==> src/design/fcbu_pkg.sv <==
package fcbu_pkg;

  // Default build parameters
  localparam int TRIG_STEPS_DEF    = 16;
  localparam int POS_FRAC_BITS_DEF = 16;

  // Fixed-point constants
  localparam int DEG_ONE      = 65536;
  localparam int QUARTER_TURN = 90 * DEG_ONE;
  localparam int AXIS_ONE     = 16384;
  localparam int CORDIC_START = 1 << 20;
  localparam int WRAP_UNIT    = 360;
  localparam int WRAP_BIAS    = 360 * 184;
  localparam int WRAP_STEPS   = 9;
  localparam int SQRT_STEPS   = 23;
  localparam int SQRT_TOP     = 44;
  localparam int DIV_STEPS    = 15;
  localparam int YAW_RESET    = 270 * DEG_ONE;

  // Operation codes
  localparam logic [1:0] OP_PLACE  = 2'd0;
  localparam logic [1:0] OP_MOVE   = 2'd1;
  localparam logic [1:0] OP_ROTATE = 2'd2;

  // Move directions
  localparam logic [2:0] DIR_FWD   = 3'd0;
  localparam logic [2:0] DIR_BACK  = 3'd1;
  localparam logic [2:0] DIR_RIGHT = 3'd2;
  localparam logic [2:0] DIR_LEFT  = 3'd3;
  localparam logic [2:0] DIR_UP    = 3'd4;
  localparam logic [2:0] DIR_DOWN  = 3'd5;

  // Configuration register indexes
  localparam logic [1:0] CFG_STEP    = 2'd0;
  localparam logic [1:0] CFG_START_X = 2'd1;
  localparam logic [1:0] CFG_START_Y = 2'd2;
  localparam logic [1:0] CFG_START_Z = 2'd3;

  typedef struct packed {
    logic [1:0]         operation;
    logic [2:0]         direction;
    logic signed [15:0] pointer_x;
    logic signed [15:0] pointer_y;
  } in_word_t;

  typedef struct packed {
    logic signed [31:0] pos_x;
    logic signed [31:0] pos_y;
    logic signed [31:0] pos_z;
    logic signed [15:0] fwd_x;
    logic signed [15:0] fwd_y;
    logic signed [15:0] fwd_z;
    logic signed [15:0] rgt_x;
    logic signed [15:0] rgt_y;
    logic signed [15:0] rgt_z;
    logic signed [15:0] upv_x;
    logic signed [15:0] upv_y;
    logic signed [15:0] upv_z;
  } out_word_t;

  typedef enum logic [4:0] {
    ST_IDLE, ST_DISPATCH, ST_PLACE, ST_MV_MUL, ST_MV_ACC, ST_ROT_PREP, ST_ROT_WRAP,
    ST_ROT_DONE, ST_TRIG_INIT, ST_TRIG_ITER, ST_TRIG_DONE, ST_SQ, ST_SUM, ST_SQRT,
    ST_DIV_INIT, ST_DIV_ITER, ST_DIV_DONE, ST_RGT_LOAD, ST_UP_MUL, ST_UP_RND, ST_OUT
  } state_t;

  typedef enum logic [4:0] {
    DP_NOP, DP_ACCEPT, DP_PLACE, DP_MV_MUL, DP_MV_ACC, DP_ROT_PREP, DP_ROT_WRAP,
    DP_ROT_DONE, DP_TRIG_INIT, DP_TRIG_ITER, DP_TRIG_DONE, DP_SQ, DP_SUM, DP_SQRT,
    DP_DIV_INIT, DP_DIV_ITER, DP_DIV_DONE, DP_RGT_LOAD, DP_UP_MUL, DP_UP_RND, DP_OUT
  } dp_op_t;

  typedef struct packed {
    dp_op_t     op;
    logic [1:0] idx;
    logic [4:0] k;
    logic       rgt;
  } cmd_t;

  typedef struct packed {
    logic [1:0] op;
    logic [2:0] dir;
    logic       out_free;
  } status_t;

  // Arctangent of 2^-i in Q16.16 degrees
  function automatic logic [22:0] atan_deg(input logic [4:0] i);
    logic [22:0] v;
    unique case (i)
      5'd0:    v = 23'd2949120;
      5'd1:    v = 23'd1740967;
      5'd2:    v = 23'd919879;
      5'd3:    v = 23'd466945;
      5'd4:    v = 23'd234379;
      5'd5:    v = 23'd117304;
      5'd6:    v = 23'd58666;
      5'd7:    v = 23'd29335;
      5'd8:    v = 23'd14668;
      5'd9:    v = 23'd7334;
      5'd10:   v = 23'd3667;
      5'd11:   v = 23'd1833;
      5'd12:   v = 23'd917;
      5'd13:   v = 23'd458;
      5'd14:   v = 23'd229;
      5'd15:   v = 23'd115;
      5'd16:   v = 23'd57;
      5'd17:   v = 23'd29;
      5'd18:   v = 23'd14;
      5'd19:   v = 23'd7;
      5'd20:   v = 23'd4;
      5'd21:   v = 23'd2;
      5'd22:   v = 23'd1;
      default: v = 23'd0;
    endcase
    return v;
  endfunction

endpackage

==> src/design/fcbu_ctrl.sv <==
module fcbu_ctrl #(
  parameter int TRIG_STEPS = fcbu_pkg::TRIG_STEPS_DEF
) (
  input  logic              clk,
  input  logic              rst_n,
  input  logic              in_valid,
  output logic              in_stall,
  input  fcbu_pkg::status_t status,
  output fcbu_pkg::cmd_t    cmd
);

  fcbu_pkg::state_t state_r, state_nxt;
  logic [4:0] k_r, k_nxt;
  logic [1:0] idx_r, idx_nxt;
  logic       rgt_r, rgt_nxt;

  // Hold state and counters
  always_ff @(posedge clk) begin
    if (!rst_n) begin
      state_r <= fcbu_pkg::ST_IDLE;
      k_r     <= '0;
      idx_r   <= '0;
      rgt_r   <= 1'b0;
    end else begin
      state_r <= state_nxt;
      k_r     <= k_nxt;
      idx_r   <= idx_nxt;
      rgt_r   <= rgt_nxt;
    end
  end

  // Next state
  always_comb begin
    state_nxt = state_r;
    k_nxt     = k_r;
    idx_nxt   = idx_r;
    rgt_nxt   = rgt_r;
    unique case (state_r)
      fcbu_pkg::ST_IDLE: begin
        if (in_valid) state_nxt = fcbu_pkg::ST_DISPATCH;
      end
      fcbu_pkg::ST_DISPATCH: begin
        idx_nxt = '0;
        rgt_nxt = 1'b0;
        k_nxt   = '0;
        priority if (status.op == fcbu_pkg::OP_PLACE) begin
          state_nxt = fcbu_pkg::ST_PLACE;
        end else if (status.op == fcbu_pkg::OP_MOVE && status.dir <= fcbu_pkg::DIR_DOWN) begin
          state_nxt = fcbu_pkg::ST_MV_MUL;
        end else if (status.op == fcbu_pkg::OP_ROTATE) begin
          state_nxt = fcbu_pkg::ST_ROT_PREP;
        end else begin
          state_nxt = fcbu_pkg::ST_TRIG_INIT;
        end
      end
      fcbu_pkg::ST_PLACE:  state_nxt = fcbu_pkg::ST_TRIG_INIT;
      fcbu_pkg::ST_MV_MUL: state_nxt = fcbu_pkg::ST_MV_ACC;
      fcbu_pkg::ST_MV_ACC: begin
        if (idx_r == 2'd2) begin
          state_nxt = fcbu_pkg::ST_TRIG_INIT;
        end else begin
          idx_nxt   = idx_r + 2'd1;
          state_nxt = fcbu_pkg::ST_MV_MUL;
        end
      end
      fcbu_pkg::ST_ROT_PREP: begin
        k_nxt     = 5'(fcbu_pkg::WRAP_STEPS - 1);
        state_nxt = fcbu_pkg::ST_ROT_WRAP;
      end
      fcbu_pkg::ST_ROT_WRAP: begin
        if (k_r == '0) state_nxt = fcbu_pkg::ST_ROT_DONE;
        else k_nxt = k_r - 5'd1;
      end
      fcbu_pkg::ST_ROT_DONE: state_nxt = fcbu_pkg::ST_TRIG_INIT;
      fcbu_pkg::ST_TRIG_INIT: begin
        k_nxt     = '0;
        state_nxt = fcbu_pkg::ST_TRIG_ITER;
      end
      fcbu_pkg::ST_TRIG_ITER: begin
        if (k_r == 5'(TRIG_STEPS - 1)) state_nxt = fcbu_pkg::ST_TRIG_DONE;
        else k_nxt = k_r + 5'd1;
      end
      fcbu_pkg::ST_TRIG_DONE: state_nxt = fcbu_pkg::ST_SQ;
      fcbu_pkg::ST_SQ:        state_nxt = fcbu_pkg::ST_SUM;
      fcbu_pkg::ST_SUM: begin
        k_nxt     = '0;
        state_nxt = fcbu_pkg::ST_SQRT;
      end
      fcbu_pkg::ST_SQRT: begin
        if (k_r == 5'(fcbu_pkg::SQRT_STEPS - 1)) state_nxt = fcbu_pkg::ST_DIV_INIT;
        else k_nxt = k_r + 5'd1;
      end
      fcbu_pkg::ST_DIV_INIT: begin
        k_nxt     = 5'(fcbu_pkg::DIV_STEPS - 1);
        state_nxt = fcbu_pkg::ST_DIV_ITER;
      end
      fcbu_pkg::ST_DIV_ITER: begin
        if (k_r == '0) state_nxt = fcbu_pkg::ST_DIV_DONE;
        else k_nxt = k_r - 5'd1;
      end
      fcbu_pkg::ST_DIV_DONE: begin
        idx_nxt   = '0;
        state_nxt = rgt_r ? fcbu_pkg::ST_UP_MUL : fcbu_pkg::ST_RGT_LOAD;
      end
      fcbu_pkg::ST_RGT_LOAD: begin
        rgt_nxt   = 1'b1;
        state_nxt = fcbu_pkg::ST_SQ;
      end
      fcbu_pkg::ST_UP_MUL: state_nxt = fcbu_pkg::ST_UP_RND;
      fcbu_pkg::ST_UP_RND: begin
        if (idx_r == 2'd2) begin
          state_nxt = fcbu_pkg::ST_OUT;
        end else begin
          idx_nxt   = idx_r + 2'd1;
          state_nxt = fcbu_pkg::ST_UP_MUL;
        end
      end
      fcbu_pkg::ST_OUT: begin
        if (status.out_free) state_nxt = fcbu_pkg::ST_IDLE;
      end
      default: state_nxt = fcbu_pkg::ST_IDLE;
    endcase
  end

  // Outputs: datapath command and input stall
  always_comb begin
    cmd.idx  = idx_r;
    cmd.k    = k_r;
    cmd.rgt  = rgt_r;
    in_stall = (state_r != fcbu_pkg::ST_IDLE);
    unique case (state_r)
      fcbu_pkg::ST_IDLE:      cmd.op = in_valid ? fcbu_pkg::DP_ACCEPT : fcbu_pkg::DP_NOP;
      fcbu_pkg::ST_PLACE:     cmd.op = fcbu_pkg::DP_PLACE;
      fcbu_pkg::ST_MV_MUL:    cmd.op = fcbu_pkg::DP_MV_MUL;
      fcbu_pkg::ST_MV_ACC:    cmd.op = fcbu_pkg::DP_MV_ACC;
      fcbu_pkg::ST_ROT_PREP:  cmd.op = fcbu_pkg::DP_ROT_PREP;
      fcbu_pkg::ST_ROT_WRAP:  cmd.op = fcbu_pkg::DP_ROT_WRAP;
      fcbu_pkg::ST_ROT_DONE:  cmd.op = fcbu_pkg::DP_ROT_DONE;
      fcbu_pkg::ST_TRIG_INIT: cmd.op = fcbu_pkg::DP_TRIG_INIT;
      fcbu_pkg::ST_TRIG_ITER: cmd.op = fcbu_pkg::DP_TRIG_ITER;
      fcbu_pkg::ST_TRIG_DONE: cmd.op = fcbu_pkg::DP_TRIG_DONE;
      fcbu_pkg::ST_SQ:        cmd.op = fcbu_pkg::DP_SQ;
      fcbu_pkg::ST_SUM:       cmd.op = fcbu_pkg::DP_SUM;
      fcbu_pkg::ST_SQRT:      cmd.op = fcbu_pkg::DP_SQRT;
      fcbu_pkg::ST_DIV_INIT:  cmd.op = fcbu_pkg::DP_DIV_INIT;
      fcbu_pkg::ST_DIV_ITER:  cmd.op = fcbu_pkg::DP_DIV_ITER;
      fcbu_pkg::ST_DIV_DONE:  cmd.op = fcbu_pkg::DP_DIV_DONE;
      fcbu_pkg::ST_RGT_LOAD:  cmd.op = fcbu_pkg::DP_RGT_LOAD;
      fcbu_pkg::ST_UP_MUL:    cmd.op = fcbu_pkg::DP_UP_MUL;
      fcbu_pkg::ST_UP_RND:    cmd.op = fcbu_pkg::DP_UP_RND;
      fcbu_pkg::ST_OUT:       cmd.op = status.out_free ? fcbu_pkg::DP_OUT : fcbu_pkg::DP_NOP;
      default:                cmd.op = fcbu_pkg::DP_NOP;
    endcase
  end

endmodule

==> config.mk <==
export PLATFORM = sky130hd
export DESIGN_NAME = fcbu_ctrl
export DESIGN_NICKNAME = d
export VERILOG_FILES = /design/src/design/fcbu_pkg.sv /design/src/design/fcbu_ctrl.sv
export SDC_FILE = /design/constraint.sdc
export NUM_CORES = 1
export LEC_CHECK = 0
export BUFFER_PORTS_ARGS = -buffer_cell sky130_fd_sc_hd__buf_2
export CORE_MARGIN = 5
export CORE_UTILIZATION = 50
export DETAILED_ROUTE_END_ITERATION = 7
export PLACE_DENSITY_LB_ADDON = 0.2
export SYNTH_ARGS = -nofsm -noshare
export SYNTH_HDL_FRONTEND = slang
export SYNTH_SLANG_ARGS = --single-unit
==> constraint.sdc <==
create_clock -name clk -period 2.3 [get_ports clk]
set_clock_uncertainty 0.1 [all_clocks]
set_input_delay 0.46 -clock clk [delete_from_list [all_inputs] [get_ports clk]]
set_output_delay 0.46 -clock clk [all_outputs]
set_load 0.005 [all_outputs]
==> metrics <==
Setup Crit Path Kind=register to register; CTS Buf Count=3; worst-path maximum fanout=5; Yosys warning count=0; cells along the critical path=xor2_2, nor3_4, ha_4, a21o_1, a21oi_2, mux2_4, a21oi_2, a311oi_1; synthesized cell area=1351 sq um; top_reg_cell synth=dfxtp_1; GRT overflow=0; Max Slew Vio Count=0; syn nets=200; arrival time worst endpoint=2.27 ns; 1st-pass router iterations=4; full die area=3842 sq um; fin nets=221; Metal-1 WL=1539 microns; CP max stage cell=dfxtp_2; port bufs=21; Hold/Removal Path Class=register to register; Mean Syn Cell Area=7.265 sq um; DRC viols=0; Tcrit/Tclk final=97.44%; Post-Syn Instances=186; Pwr Total=1.355 mW; Comb pwr share=67.0%; Sw Pwr=0.6559 mW; Worst-Skew Late Latency=0.28 ns; hold_buf cts=0; pin count of the biggest net entering global routing=25; Slew headroom=64.01%; RSZ-0062 raised after global routing=yes; final-report hold violation count=0; Synth area leader=dfxtp_1; DP HPWL=2748 microns; metal3 WL=289 microns; Die H=61.99 microns; routed wl met2=1746 microns; share of layout cells above drive strength 1=24.27%; worst vdd ir=774.1 uV; Routed WL=3675 microns; Cells after DPL=232; Fill cells=250; status=complete, no violations; top achievable clock speed=446.2 MHz; crit start category=register; sequential area share after synthesis=19.26%; total number of vias=1489; vias in the first global route=1356; IO Pins=23; Int Power=0.6994 mW; LEAKAGE=0.6445 nW; Area Overhead vs Synth=14.63%; Clock Pin Slew Worst Setup and Hold Paths=0.08 ns; Final Non-Filler Cells=236; synth top area cells=dfxtp_1 19%, a21oi_1 5.9%, nand3_1 5.2%; clock sink total=13; CTS tree=done; final antenna-violating net count=0; most frequent CP cell=a21oi_2; DIE WIDTH=61.99 microns; sw frac=48.39%; Tot GR Track Use=21.44%; clock group share of total power=10.4%; FFs w/ async S/R, synth=0%; Root Buffer=clkbuf_4; Final min period=2.241 ns; number of inserted diodes=0; # H-tree levels=1; Worst-Margin Slew=0.5262 ns; Clock Path Buffers=2; vias per cell=6.309; Max stage delay on crit path=0.34 ns; final setup fails=0; initial core utilization=53.57%; GPL Wtd Cong=0.8549; CP required=2.33 ns; DR WL/cell=15.57 microns; highest metal used=met4; share of power burned in registers=22.6%; distinct cell type count after synthesis=57; Sum Neg Setup Slack=0 ns; Layout Utilization=61.41%; Power Density=874.9 nW/um^2; postcts setup bufs=0; row count=18; Worst setup EP type=register; final hold slack=0.3814 ns; DRT iter0 DRCs=109; first-pass GRT wire length=6279 microns; Yosys top cell area share=19.26%; number of synthesized register bits=13; Core Region=2522 sq um; antenna violations before repair=0; EDFF count, synth=0; MaxCap Viol Count=0
==> Yosys cell counts, drive strengths merged, types with 2 or more instances <==
cell type,instances
a21boi,3
a21o,2
a21oi,16
a221oi,2
a22o,2
a311oi,2
a31oi,5
and2,3
and3,2
and3b,2
buf,9
clkbuf,4
dfxtp,13
ha,4
inv,6
mux2i,5
nand2,14
nand2b,5
nand3,14
nand3b,3
nand4,3
nor2,17
nor2b,6
nor3,6
o21ai,14
o22ai,2
o32ai,3
xor2,2
==> state kept, by name, summed over array words and instances (netlist names) <==
name     count
k_r          5
state_r      5
idx_r        2
rgt_r        1
==> per-layer routing <==
metal | track usage, % | up-vias
met5 | 0 | -
met4 | 6.667 | 0
met3 | 3.306 | 12
met2 | 36.39 | 63
met1 | 27.75 | 685
li1 | - | 729
==> through the flow <==
step           instance area (sq um)  setup slack, ns
2_1_floorplan                   1374          0.02830
3_3_place_gp                    1505          0.08357
3_5_place_dp                    1505         0.004882
4_1_cts                         1548         0.003452
5_1_grt                         1549         -0.03001
6_report                        1549          0.05885
==> cell type report <==
class,count,area [sq um],area share (%)
Multi-Input combinational cell,153,1031,66.56
Sequential cell,13,262.8,16.96
Timing Repair Buffer,29,165.2,10.66
Tap cell,30,37.54,2.423
Clock buffer,4,26.28,1.696
Inverter,7,26.28,1.696
==> worst max-delay path, delay by kind of cell, from the launching register on <==
kind	cells	cell delay, ns
and+or+nand+nor	1	0.33
AOI/OAI and AO/OA	4	0.52
muxes	1	0.32
xor gates and xnor gates	1	0.19
adders and majority gates	1	0.27
DFF	1	0.34
==> cells in the final DEF, fill, tap and decap left out, types with 3 or more instances in the layout <==
master and n:
buf_2 21, nor2_1 17, nand2_1 14, nand3_1 14
a21oi_1 14, o21ai_0 12, dfxtp_1 11, buf_4 8
inv_1 5, nor3_1 5, nor2b_1 5, nand2b_1 5
mux2i_1 5, a31oi_1 5, nand4_1 3, nand3b_1 3
a21boi_0 3, o32ai_1 3, ha_1 3, clkbuf_4 3
==> power by group through the flow <==
stage / sequential (mW) / clock [mW] / combinational [mW]
floorplan: 0.299 / 0 / 0.698
global placement: 0.298 / 0 / 0.873
detailed placement: 0.300 / 0 / 0.882
CTS: 0.302 / 0.145 / 0.894
global route: 0.314 / 0.157 / 1.01
finish: 0.306 / 0.141 / 0.908
==> timing repair <==
| item | CTS | global route |
|---|---|---|
| gates resized for setup | 4 | 1 |
| endpoints found under the setup margin | 1 | 2 |
| pin swaps | 3 | 7 |
==> logic make-up (layout without fill, tap and decap cells) <==
logic type                 after synthesis  count (layout)  share of synthesized area (%)
and+or+nand+nor                         81              81                          32.04
AOI/OAI and AO/OA                       58              58                          29.82
buffers and inverters                   20              40                          7.221
xor gates and xnor gates                 3               3                          1.945
adders and majority gates                5               5                          5.185
DFF                                     13              13                          19.26
muxes                                    6               6                          4.537
==> worst paths after layout <==
kind | depth (start not counted) | end | from | slack (ns)
hold / removal | 2 | idx_r[0]$_SDFFE_PN0P_ | idx_r[0]$_SDFFE_PN0P_ | 0.38
setup reg to reg | 8 | k_r[4]$_SDFFE_PN0P_ | state_r[3]$_SDFFE_PN0P_ | 0.06
hold reg to reg | 2 | idx_r[0]$_SDFFE_PN0P_ | idx_r[0]$_SDFFE_PN0P_ | 0.38
setup / recovery | 8 | k_r[4]$_SDFFE_PN0P_ | state_r[3]$_SDFFE_PN0P_ | 0.06
(Power assumes the default switching activity.)
